$ cat config.mk
export PLATFORM = sky130hd
export DESIGN_NAME = fir_filter_11_tap_saturating_flat
export DESIGN_NICKNAME = d
export VERILOG_FILES = /design/src/hdl/fir_pkg.sv /design/src/hdl/fir_in_if.sv /design/src/hdl/fir_out_if.sv /design/src/hdl/fir_tap_line.sv /design/src/hdl/fir_mac.sv /design/src/hdl/fir_filter_11_tap_saturating.sv /design/src/flat_wrapper.sv
export SDC_FILE = /design/constraint.sdc
export NUM_CORES = 1
export LEC_CHECK = 0
export BUFFER_PORTS_ARGS = -buffer_cell sky130_fd_sc_hd__buf_2
export CELL_PAD_IN_SITES_DETAIL_PLACEMENT = 0
export CELL_PAD_IN_SITES_GLOBAL_PLACEMENT = 1
export CORE_ASPECT_RATIO = 1.25
export CORE_UTILIZATION = 25
export DETAILED_ROUTE_END_ITERATION = 6
export PLACE_DENSITY = 0.5
export SETUP_SLACK_MARGIN = 0.1
export SYNTH_ARGS = -nofsm -noshare
export SYNTH_HDL_FRONTEND = slang
export SYNTH_SLANG_ARGS = --single-unit
$ cat constraint.sdc
create_clock -name clk -period 9.51 [get_ports clk]
set_input_delay 1.902 -clock clk [delete_from_list [all_inputs] [get_ports clk]]
set_output_delay 1.902 -clock clk [all_outputs]
set_load 0.05 [all_outputs]
$ cat src/hdl/fir_pkg.sv
// ----------------------------------------------------------------------------
// fir_pkg
// Types, widths and coefficients shared by the 11-tap saturating FIR filter.
// ----------------------------------------------------------------------------
package fir_pkg;

	localparam int TAPS        = 11;
	localparam int SAMPLE_BITS = 9;
	localparam int COEF_BITS   = 8;
	localparam int COUNT_BITS  = $clog2(TAPS + 1);
	localparam int PROD_BITS   = SAMPLE_BITS + COEF_BITS;
	localparam int SHIFT       = SAMPLE_BITS + 1;
	localparam int TERM_BITS   = PROD_BITS - SHIFT;
	localparam int ACC_BITS    = TERM_BITS + $clog2(TAPS);
	localparam int SCALED_BITS = ACC_BITS + 2;

	typedef logic signed [SAMPLE_BITS-1:0] sample_t;
	typedef logic signed [COEF_BITS-1:0]   coef_t;
	typedef sample_t [TAPS-1:0]            tap_vec_t;
	typedef logic [COUNT_BITS-1:0]         count_t;

	localparam coef_t COEFS [TAPS] = '{
		-8'sd1, -8'sd4, -8'sd7, 8'sd16, 8'sd70, 8'sd101,
		8'sd70, 8'sd16, -8'sd7, -8'sd4, -8'sd1
	};

	typedef struct packed {
		sample_t sample;
		logic    sample_valid;
	} fir_in_t;

	typedef struct packed {
		sample_t filtered;
		logic    out_valid;
	} fir_out_t;

	// Status of the item held in the first stage
	typedef struct packed {
		logic busy;
		logic out_valid;
	} fir_stat_t;

endpackage

$ cat src/hdl/fir_in_if.sv
// ----------------------------------------------------------------------------
// fir_in_if
// Sample channel: valid/ready handshake carrying one sample item.
// ----------------------------------------------------------------------------
interface fir_in_if import fir_pkg::*; ();
	logic    valid;
	logic    ready;
	fir_in_t data;

	modport source(output valid, output data, input ready);
	modport sink(input valid, input data, output ready);
endinterface

$ cat src/hdl/fir_out_if.sv
// ----------------------------------------------------------------------------
// fir_out_if
// Result channel: valid/ready handshake carrying one filter result.
// ----------------------------------------------------------------------------
interface fir_out_if import fir_pkg::*; ();
	logic     valid;
	logic     ready;
	fir_out_t data;

	modport source(output valid, output data, input ready);
	modport sink(input valid, input data, output ready);
endinterface

$ cat src/hdl/fir_tap_line.sv
// ----------------------------------------------------------------------------
// fir_tap_line
// Delay line, saturating valid-sample count and first-stage item register.
// ----------------------------------------------------------------------------
module fir_tap_line import fir_pkg::*; (
	input  logic      clk,
	input  logic      arst_n,
	input  logic      accept,
	input  logic      advance,
	input  fir_in_t   item,
	output tap_vec_t  taps,
	output fir_stat_t stat
);

	tap_vec_t taps_q;
	count_t   count_q;
	count_t   count_next;
	logic     busy_s1;
	logic     out_valid_s1;

	always_comb begin
		count_next = count_q;
		if (item.sample_valid && (count_q < COUNT_BITS'(TAPS))) begin
			count_next = count_q + 1'b1;
		end
	end

	always_ff @(posedge clk or negedge arst_n) begin
		if (!arst_n) begin
			taps_q  <= '0;
			count_q <= '0;
		end else if (accept && item.sample_valid) begin
			taps_q  <= {taps_q[TAPS-2:0], item.sample};
			count_q <= count_next;
		end
	end

	always_ff @(posedge clk or negedge arst_n) begin
		if (!arst_n) begin
			busy_s1      <= 1'b0;
			out_valid_s1 <= 1'b0;
		end else if (accept) begin
			busy_s1      <= 1'b1;
			out_valid_s1 <= item.sample_valid && (count_next >= COUNT_BITS'(TAPS));
		end else if (advance) begin
			busy_s1 <= 1'b0;
		end
	end

	assign taps           = taps_q;
	assign stat.busy      = busy_s1;
	assign stat.out_valid = out_valid_s1;

endmodule

$ cat src/hdl/fir_mac.sv
// ----------------------------------------------------------------------------
// fir_mac
// Constant-coefficient products, floor scaling, sum and saturation.
// ----------------------------------------------------------------------------
module fir_mac import fir_pkg::*; (
	input  tap_vec_t taps,
	output sample_t  filtered
);

	localparam logic signed [SCALED_BITS-1:0] SAT_MAX = SCALED_BITS'(2**(SAMPLE_BITS-1) - 1);
	localparam logic signed [SCALED_BITS-1:0] SAT_MIN = -SCALED_BITS'(2**(SAMPLE_BITS-1));

	logic signed [PROD_BITS-1:0]   prod [TAPS];
	logic signed [ACC_BITS-1:0]    acc;
	logic signed [SCALED_BITS-1:0] scaled;

	// Widen both operands first so the product keeps every bit
	always_comb begin
		for (int i = 0; i < TAPS; i++) begin
			prod[i] = PROD_BITS'(taps[i]) * PROD_BITS'(COEFS[i]);
		end
	end

	// Drop the low bits of each product: floor toward minus infinity
	always_comb begin
		acc = '0;
		for (int i = 0; i < TAPS; i++) begin
			acc = acc + ACC_BITS'($signed(prod[i][PROD_BITS-1:SHIFT]));
		end
	end

	always_comb begin
		scaled = {acc, 2'b00};
		if (scaled > SAT_MAX) begin
			filtered = SAT_MAX[SAMPLE_BITS-1:0];
		end else if (scaled < SAT_MIN) begin
			filtered = SAT_MIN[SAMPLE_BITS-1:0];
		end else begin
			filtered = scaled[SAMPLE_BITS-1:0];
		end
	end

endmodule

$ cat src/hdl/fir_filter_11_tap_saturating.sv
// ----------------------------------------------------------------------------
// fir_filter_11_tap_saturating
// Direct-form 11-tap FIR with fixed symmetric coefficients and saturation.
// ----------------------------------------------------------------------------
// Usage:
//   samples : sink channel, one item per beat (sample, sample_valid).
//   results : source channel, one item per accepted sample (filtered,
//             out_valid).
//   A sample item with sample_valid set shifts into the delay line; an item
//   with sample_valid clear leaves the line alone but still yields a result.
//   out_valid is set only for valid items once eleven valid samples arrived.
//   Path: a sample beat is held in the first-stage register and its result then
//   in the result register, from which it is offered on results.
//   Throughput: one item per cycle unless results stalls; the eleven tap
//   products are summed combinationally from first stage to result register.
//   When results stalls, the result register holds and the first stage
//   keeps one more item; samples.ready then drops until results moves.
//   Reset zeroes the delay line, the valid count and both stages' flags.
// ----------------------------------------------------------------------------
module fir_filter_11_tap_saturating import fir_pkg::*; (
	input  logic             clk,
	input  logic             arst_n,
	fir_in_if.sink           samples,
	fir_out_if.source        results
);

	tap_vec_t  taps;
	fir_stat_t stat;
	sample_t   filtered;
	logic      out_free;
	logic      advance;
	logic      accept;
	logic      res_valid_q;
	fir_out_t  res_q;

	assign out_free      = !res_valid_q || results.ready;
	assign advance       = stat.busy && out_free;
	assign samples.ready = !stat.busy || out_free;
	assign accept        = samples.valid && samples.ready;

	fir_tap_line u_tap_line (
		.clk     (clk),
		.arst_n  (arst_n),
		.accept  (accept),
		.advance (advance),
		.item    (samples.data),
		.taps    (taps),
		.stat    (stat)
	);

	fir_mac u_mac (
		.taps     (taps),
		.filtered (filtered)
	);

	always_ff @(posedge clk or negedge arst_n) begin
		if (!arst_n) begin
			res_valid_q <= 1'b0;
		end else if (out_free) begin
			res_valid_q <= stat.busy;
		end
	end

	always_ff @(posedge clk) begin
		if (advance) begin
			res_q.filtered  <= filtered;
			res_q.out_valid <= stat.out_valid;
		end
	end

	assign results.valid = res_valid_q;
	assign results.data  = res_q;

endmodule

$ cat src/flat_wrapper.sv
// flat-port wrapper written by rule: the top's interface ports become plain ports
module fir_filter_11_tap_saturating_flat import fir_pkg::*;
  (clk, arst_n, samples_valid, samples_data, samples_ready, results_valid, results_data, results_ready);
  fir_in_if samples_i ();
  fir_out_if results_i ();
  input  logic clk;
  input  logic arst_n;
  input wire logic [$bits(samples_i.valid)-1:0] samples_valid;
  input wire logic [$bits(samples_i.data)-1:0] samples_data;
  output wire logic [$bits(samples_i.ready)-1:0] samples_ready;
  output wire logic [$bits(results_i.valid)-1:0] results_valid;
  output wire logic [$bits(results_i.data)-1:0] results_data;
  input wire logic [$bits(results_i.ready)-1:0] results_ready;
  assign samples_i.valid = samples_valid;
  assign samples_i.data = samples_data;
  assign samples_ready = samples_i.ready;
  assign results_valid = results_i.valid;
  assign results_data = results_i.data;
  assign results_i.ready = results_ready;
  fir_filter_11_tap_saturating u_core (.clk(clk), .arst_n(arst_n), .samples(samples_i), .results(results_i));
endmodule
# Yosys cells after proc, flatten, opt, wreduce, memory -nomap -nowiden
# Cells that the tools add are included.
# word_totals
ff_bits	116
input_bits	14
output_inout_bits	12
wordCells	55
# classes
n_addsub	15
multipliers	5
magnitude_cmp	4
muxes	4
n_reduce_logical	10
# op_table
cell	count
$add A11 B7 Y11	4
$neg A9 Y17	2
$mul A9 B7 Y16 const B	2
$neg A9 Y15	2
$mul A9 B4 Y13 const B	2
$add A11 B3 Y11	2
$mul A9 B8 Y17 const B	1
$gt A13 B9 Y1 const B	1
$lt A13 B9 Y1 const B	1
$add A10 B7 Y11	1
$add A9 B3 Y10	1
$add A8 B3 Y9	1
$mux W9	1
$add A7 B7 Y8	1
$logic_and A1 B1 Y1	5
$add A4 B1 Y4 const B	1
$ge A4 B4 Y1 const B	1
$lt A4 B4 Y1 const B	1
$mux W4	1
$logic_not A1 Y1	2
$logic_or A1 B1 Y1	2
$mux W1	2
$reduce_bool A2 Y1	1

# Longest topological paths before layout
# logic_depth
word_depth	13
ltp_mapped	30

# Cells and area by module
# Synthesis repeated with hierarchy kept, for this count alone.
# unflattened
hier_cells	927
area_unflattened_um2	10923.0
# by_module_without_submodules
module	instances	cells_each	area_per_inst_um2	seq_area_each_um2
fir_mac	1	675	6178.4	0.0
fir_tap_line	1	235	4375.4	2627.5
fir_filter_11_tap_saturating	1	17	369.1	325.3

# Worst setup path before layout
# No wires, ideal clock.
# synth_timing
path_kind	reg-to-reg
start	register u_core.u_tap_line.taps_q, in the netlist u_core.u_tap_line.taps[48]
end	register u_core.res_q, in the netlist u_core.results.data[8], data pin
arrival_ps	7704
slack_ps	1552
path_stages_with_launch	26
period_less_slack_ps	7958
cell_sequence	dfrtp_1 ha_1 fa_1 fa_1 ha_1 ha_1 a21o_1 a21o_1 a221o_1 o2111ai_1 o211ai_1 fa_1 inv_1 fa_1 fa_1 fa_1 inv_1 fa_1 inv_1 ha_1 o21a_1 o21a_1 o22ai_2 xnor2_1 o41a_1 o21a_1
# synth_between
elab_chain_len	9
elab_cells_between_ends	10
classes_between	add/sub: 6; mul: 1; order compare: 2; mux: 1
# synth_lines
element	line	source
start: declaration	fir_tap_line.sv:15	tap_vec_t taps_q;
start signal: assignment	fir_tap_line.sv:33	taps_q <= {taps_q[TAPS-2:0], item.sample};
$mul A9 B8 Y17 *	fir_mac.sv:20	prod[i] = PROD_BITS'(taps[i]) * PROD_BITS'(COEFS[i]);
$add A11 B7 Y11 * (2 in series)	fir_mac.sv:28	acc = acc + ACC_BITS'($signed(prod[i][PROD_BITS-1:SHIFT]));
$add A11 B3 Y11 * (2 in series)	fir_mac.sv:28	
$add A11 B7 Y11 * (2 in series)	fir_mac.sv:28	
$lt A13 B9 Y1	fir_mac.sv:36	end else if (scaled < SAT_MIN) begin
$mux W9	fir_mac.sv:36	
end: declaration	fir_filter_11_tap_saturating.sv:34	fir_out_t res_q;
# Mark *: on every way between the ends. The rest lies on a longest branch, timed or not.
# A chain may end at the register's enable or synchronous reset.

# Worst setup path in the final report
# Same ends and word-level chain as after synthesis.

==> flow_summary.yaml <==
outcome:
  run_status: "finished, final reports clean"
routing:
  per_cell_via_count_in_the_routed_design: 4.14
  routed_wl_per_cell_um: 13.8
  drc: 0
  detail-route-antenna-nets: 0
  vias: 6304
  detailedRoute.firstPassIterationCount: 4
  detail_route.iter0.violations: 175
  drt-total-wl_um: 21000
cts:
  worstSkewPairLatency_ns: 0.43
  tritoncts: "done"
  cts_buffers: 17
  cts.path.max_buffers: 2
  cts_max_level: 4
  clk_root_buffer_cell: "clkbuf_16"
  cts_hold_buf: 0
  clock_sinks: 115
  cts_repair_resize_count: 0
  clk_transition_reported_paths_ns: 0.06
  cts_setup_buffers: 0
synth:
  synthDominantAreaCellType: "dfrtp_1"
  netlist-cell-type-count: 48
  synthDominantCellAreaShare: 0.260
  synth.cell_area_um2: 10200
  synthesis.area_per_instance_um2: 10.9
  synth-seq-area-share: 0.287
  synthesis_stage_register_bit_count: 115
  post_synthesis_instance_total: 931
  yosys-top-cells-area: "dfrtp_1 (26%), fa_1 (19%), ha_1 (19%)"
  synth_ff_type: "dfrtp_1"
  synthesis.yosys.warnings: 0
  synth_enable_flop_cells: 9
  mappedNetlistNets: 1197
  proportion_of_synthesized_flip_flops_having_asynchronous_set_or_reset: 0.922
setup_path:
  critPathRequiredTime_ns: 9.69
  r2r-end: "u_core.results.data[8]"
  family_of_cells_with_the_greatest_summed_delay_on_the_critical_path: "adder cells"
  critPathKind: "register to register"
  worst-endpoint-arrival_ns: 8.61
  worst-path-buf-inv: 3
  crit_path_top_cell_by_count: "fa_1"
  crit_path_max_fanout: 7
  timing.critical_path.slowest_stage_cell: "fa_1"
  critical_path.reg2reg.startpoint: "u_core.u_tap_line.taps[48]"
  r2r_cells: 25
  timing.critical_path.to_type: "register"
  cpPeakStageDelay_ns: 0.57
  path_depth: 25
  setup.worst_path.start_class: "register"
  timing.reg2reg.setup_slack_ns: 1.09
timing:
  timing.max_slew.rel_slack: 0.332
  hold_violations: 0
  setup_tns_ns: 0
  tightest_slew_ns: 1.00
  final_period_minus_worst_setup_slack_ns: 8.42
  grt_setup_unrepaired: "false"
  fin_ws_ns: 1.09
  achievable-frequency_mhz: 119
  final.period_utilization: 0.886
  hold_ws_ns: 0.464
  setup_violations: 0
  drv_slew: 0
  worst_clock_skew_ns: 0.00729
hold_path:
  hold_path_class: "register to register"
  hold_depth: 0
  worstHoldEndpoint: "u_core.results.data[0]"
  worst_hold_startpoint: "u_core.u_tap_line.out_valid_s1"
cells_and_area:
  syn2layout_area_growth_pct: 13.8
  insertedDiodeCount: 0
  nNetsFinal: 1231
  layout.core_utilization: 0.289
  layout-drive-gt1-share: 0.141
die:
  floorplan.die_area_um2: 41600
  placeable_core_area_um2: 40100
  die_height_um: 228
  floorplan.rows: 82
  die_w_um: 183
  num_io_pins: 26
  initial_core_util: 0.254
placement:
  gpl.final_weighted_congestion: 0.788
  quantity_of_i_o_buffers_inserted_on_ports: 25
  post-dp-hpwl_um: 16900
  pre_cts_ws_ns: 1.05
grt:
  initial_antenna_violation_count: 1
  pin_count_of_the_biggest_net_entering_global_routing: 73
  wire_length_of_the_first_global_routing_pass_um: 35500
  grt_remaining_overflow: 0
  first_global_vias: 6728
  grt_use_total: 0.111
job:
  timing.max_cap.violations: 0
[metal layers]
metal  track usage  up-vias  part of all wire  routed length, um
li1              -     3158                 -                  -
met1         0.133     3081              0.45               9330
met2         0.196       47              0.52              11000
met3        0.0219       18             0.019                389
met4        0.0352        0             0.014                294
met5             0        -                 0                  0
[cell type report]
| class | count | area (um^2) |
|---|---|---|
| tap | 546 | 683 |
| clock buffer | 18 | 429 |
| multi-input combinational | 627 | 6560 |
| clock inverter | 14 | 178 |
| timing repair buffer | 33 | 188 |
| inverter | 171 | 642 |
| sequential | 115 | 2920 |
| fill | 4192 | 28500 |
[kinds of logic (layout without fill, tap and decap cells)]
logic type      after synthesis  count (layout)  share of synthesized area
mux                          81              81                     0.0894
xor+xnor                     49              49                     0.0421
fa+ha+maj                   252             252                      0.381
flops                       115             115                      0.287
simple gates                113             113                     0.0509
buf+inv                     189             236                     0.0707
compound gates              132             132                     0.0793
[per-stage QoR]
step	cell area [um^2]	cells
CTS	11600	1524
detailed placement	11000	1492
global route	11600	1524
floorplan	10200	931
finish	11600	1524
global placement	11000	1492
[worst max-delay path by stage]
stage / startpoint / slack, ns / end
finish: u_core.u_tap_line.taps[48] / 1.09 / u_core.results.data[8]
CTS: u_core.u_tap_line.taps[48] / 1.01 / u_core.results.data[8]
global route: u_core.u_tap_line.taps[48] / 0.62 / u_core.results.data[8]
global placement: u_core.u_tap_line.taps[48] / 1.13 / u_core.results.data[8]
detailed placement: u_core.u_tap_line.taps[48] / 1.05 / u_core.results.data[8]
floorplan: u_core.u_tap_line.taps[48] / 1.55 / u_core.results.data[8]
[layout by cell type (no fill, tap or decap), types with 24 or more instances in the layout]
master and count:
nand2_1 52, dfrtp_1 106, xnor2_1 37, a21oi_1 40
fa_1 97, o21ai_0 26, mux2_2 72, buf_2 24
ha_1 155, inv_1 171
[registers in the layout, summed over array words and instances (netlist names)]
name,flops
u_core.results.valid,1
u_core.u_tap_line.count_q,4
u_core.results.data,9
u_core.u_tap_line.taps,99
u_core.u_tap_line.busy_s1,1
u_core.u_tap_line.out_valid_s1,1
[synth_stat cells, types with 2 or more instances]
cell       number
a31oi_1         4
xnor2_1        37
mux2_2         72
nand4_1         3
or4_1           3
fa_1           97
nand3_1         8
nand2_1        52
clkbuf_1        9
o21ai_0        26
o31ai_1         2
and3_1          5
a21o_1         12
nand2b_1        6
o211ai_1        3
o21bai_1        3
ha_1          155
a211oi_1        2
dfrtp_1       106
buf_2           6
nor4_1          8
o2111ai_1       2
mux2_1          8
a21oi_1        40
o21a_1         11
o21ai_1        15
buf_1           2
nor3_1          6
a221o_1         2
nor2_1         18
edfxtp_1        9
inv_1         171
a21boi_1        2
xor2_1         12
Power is left out: the tool's default activity adds up to more than one toggle a clock period on the data nets, which glitch-free logic cannot reach.
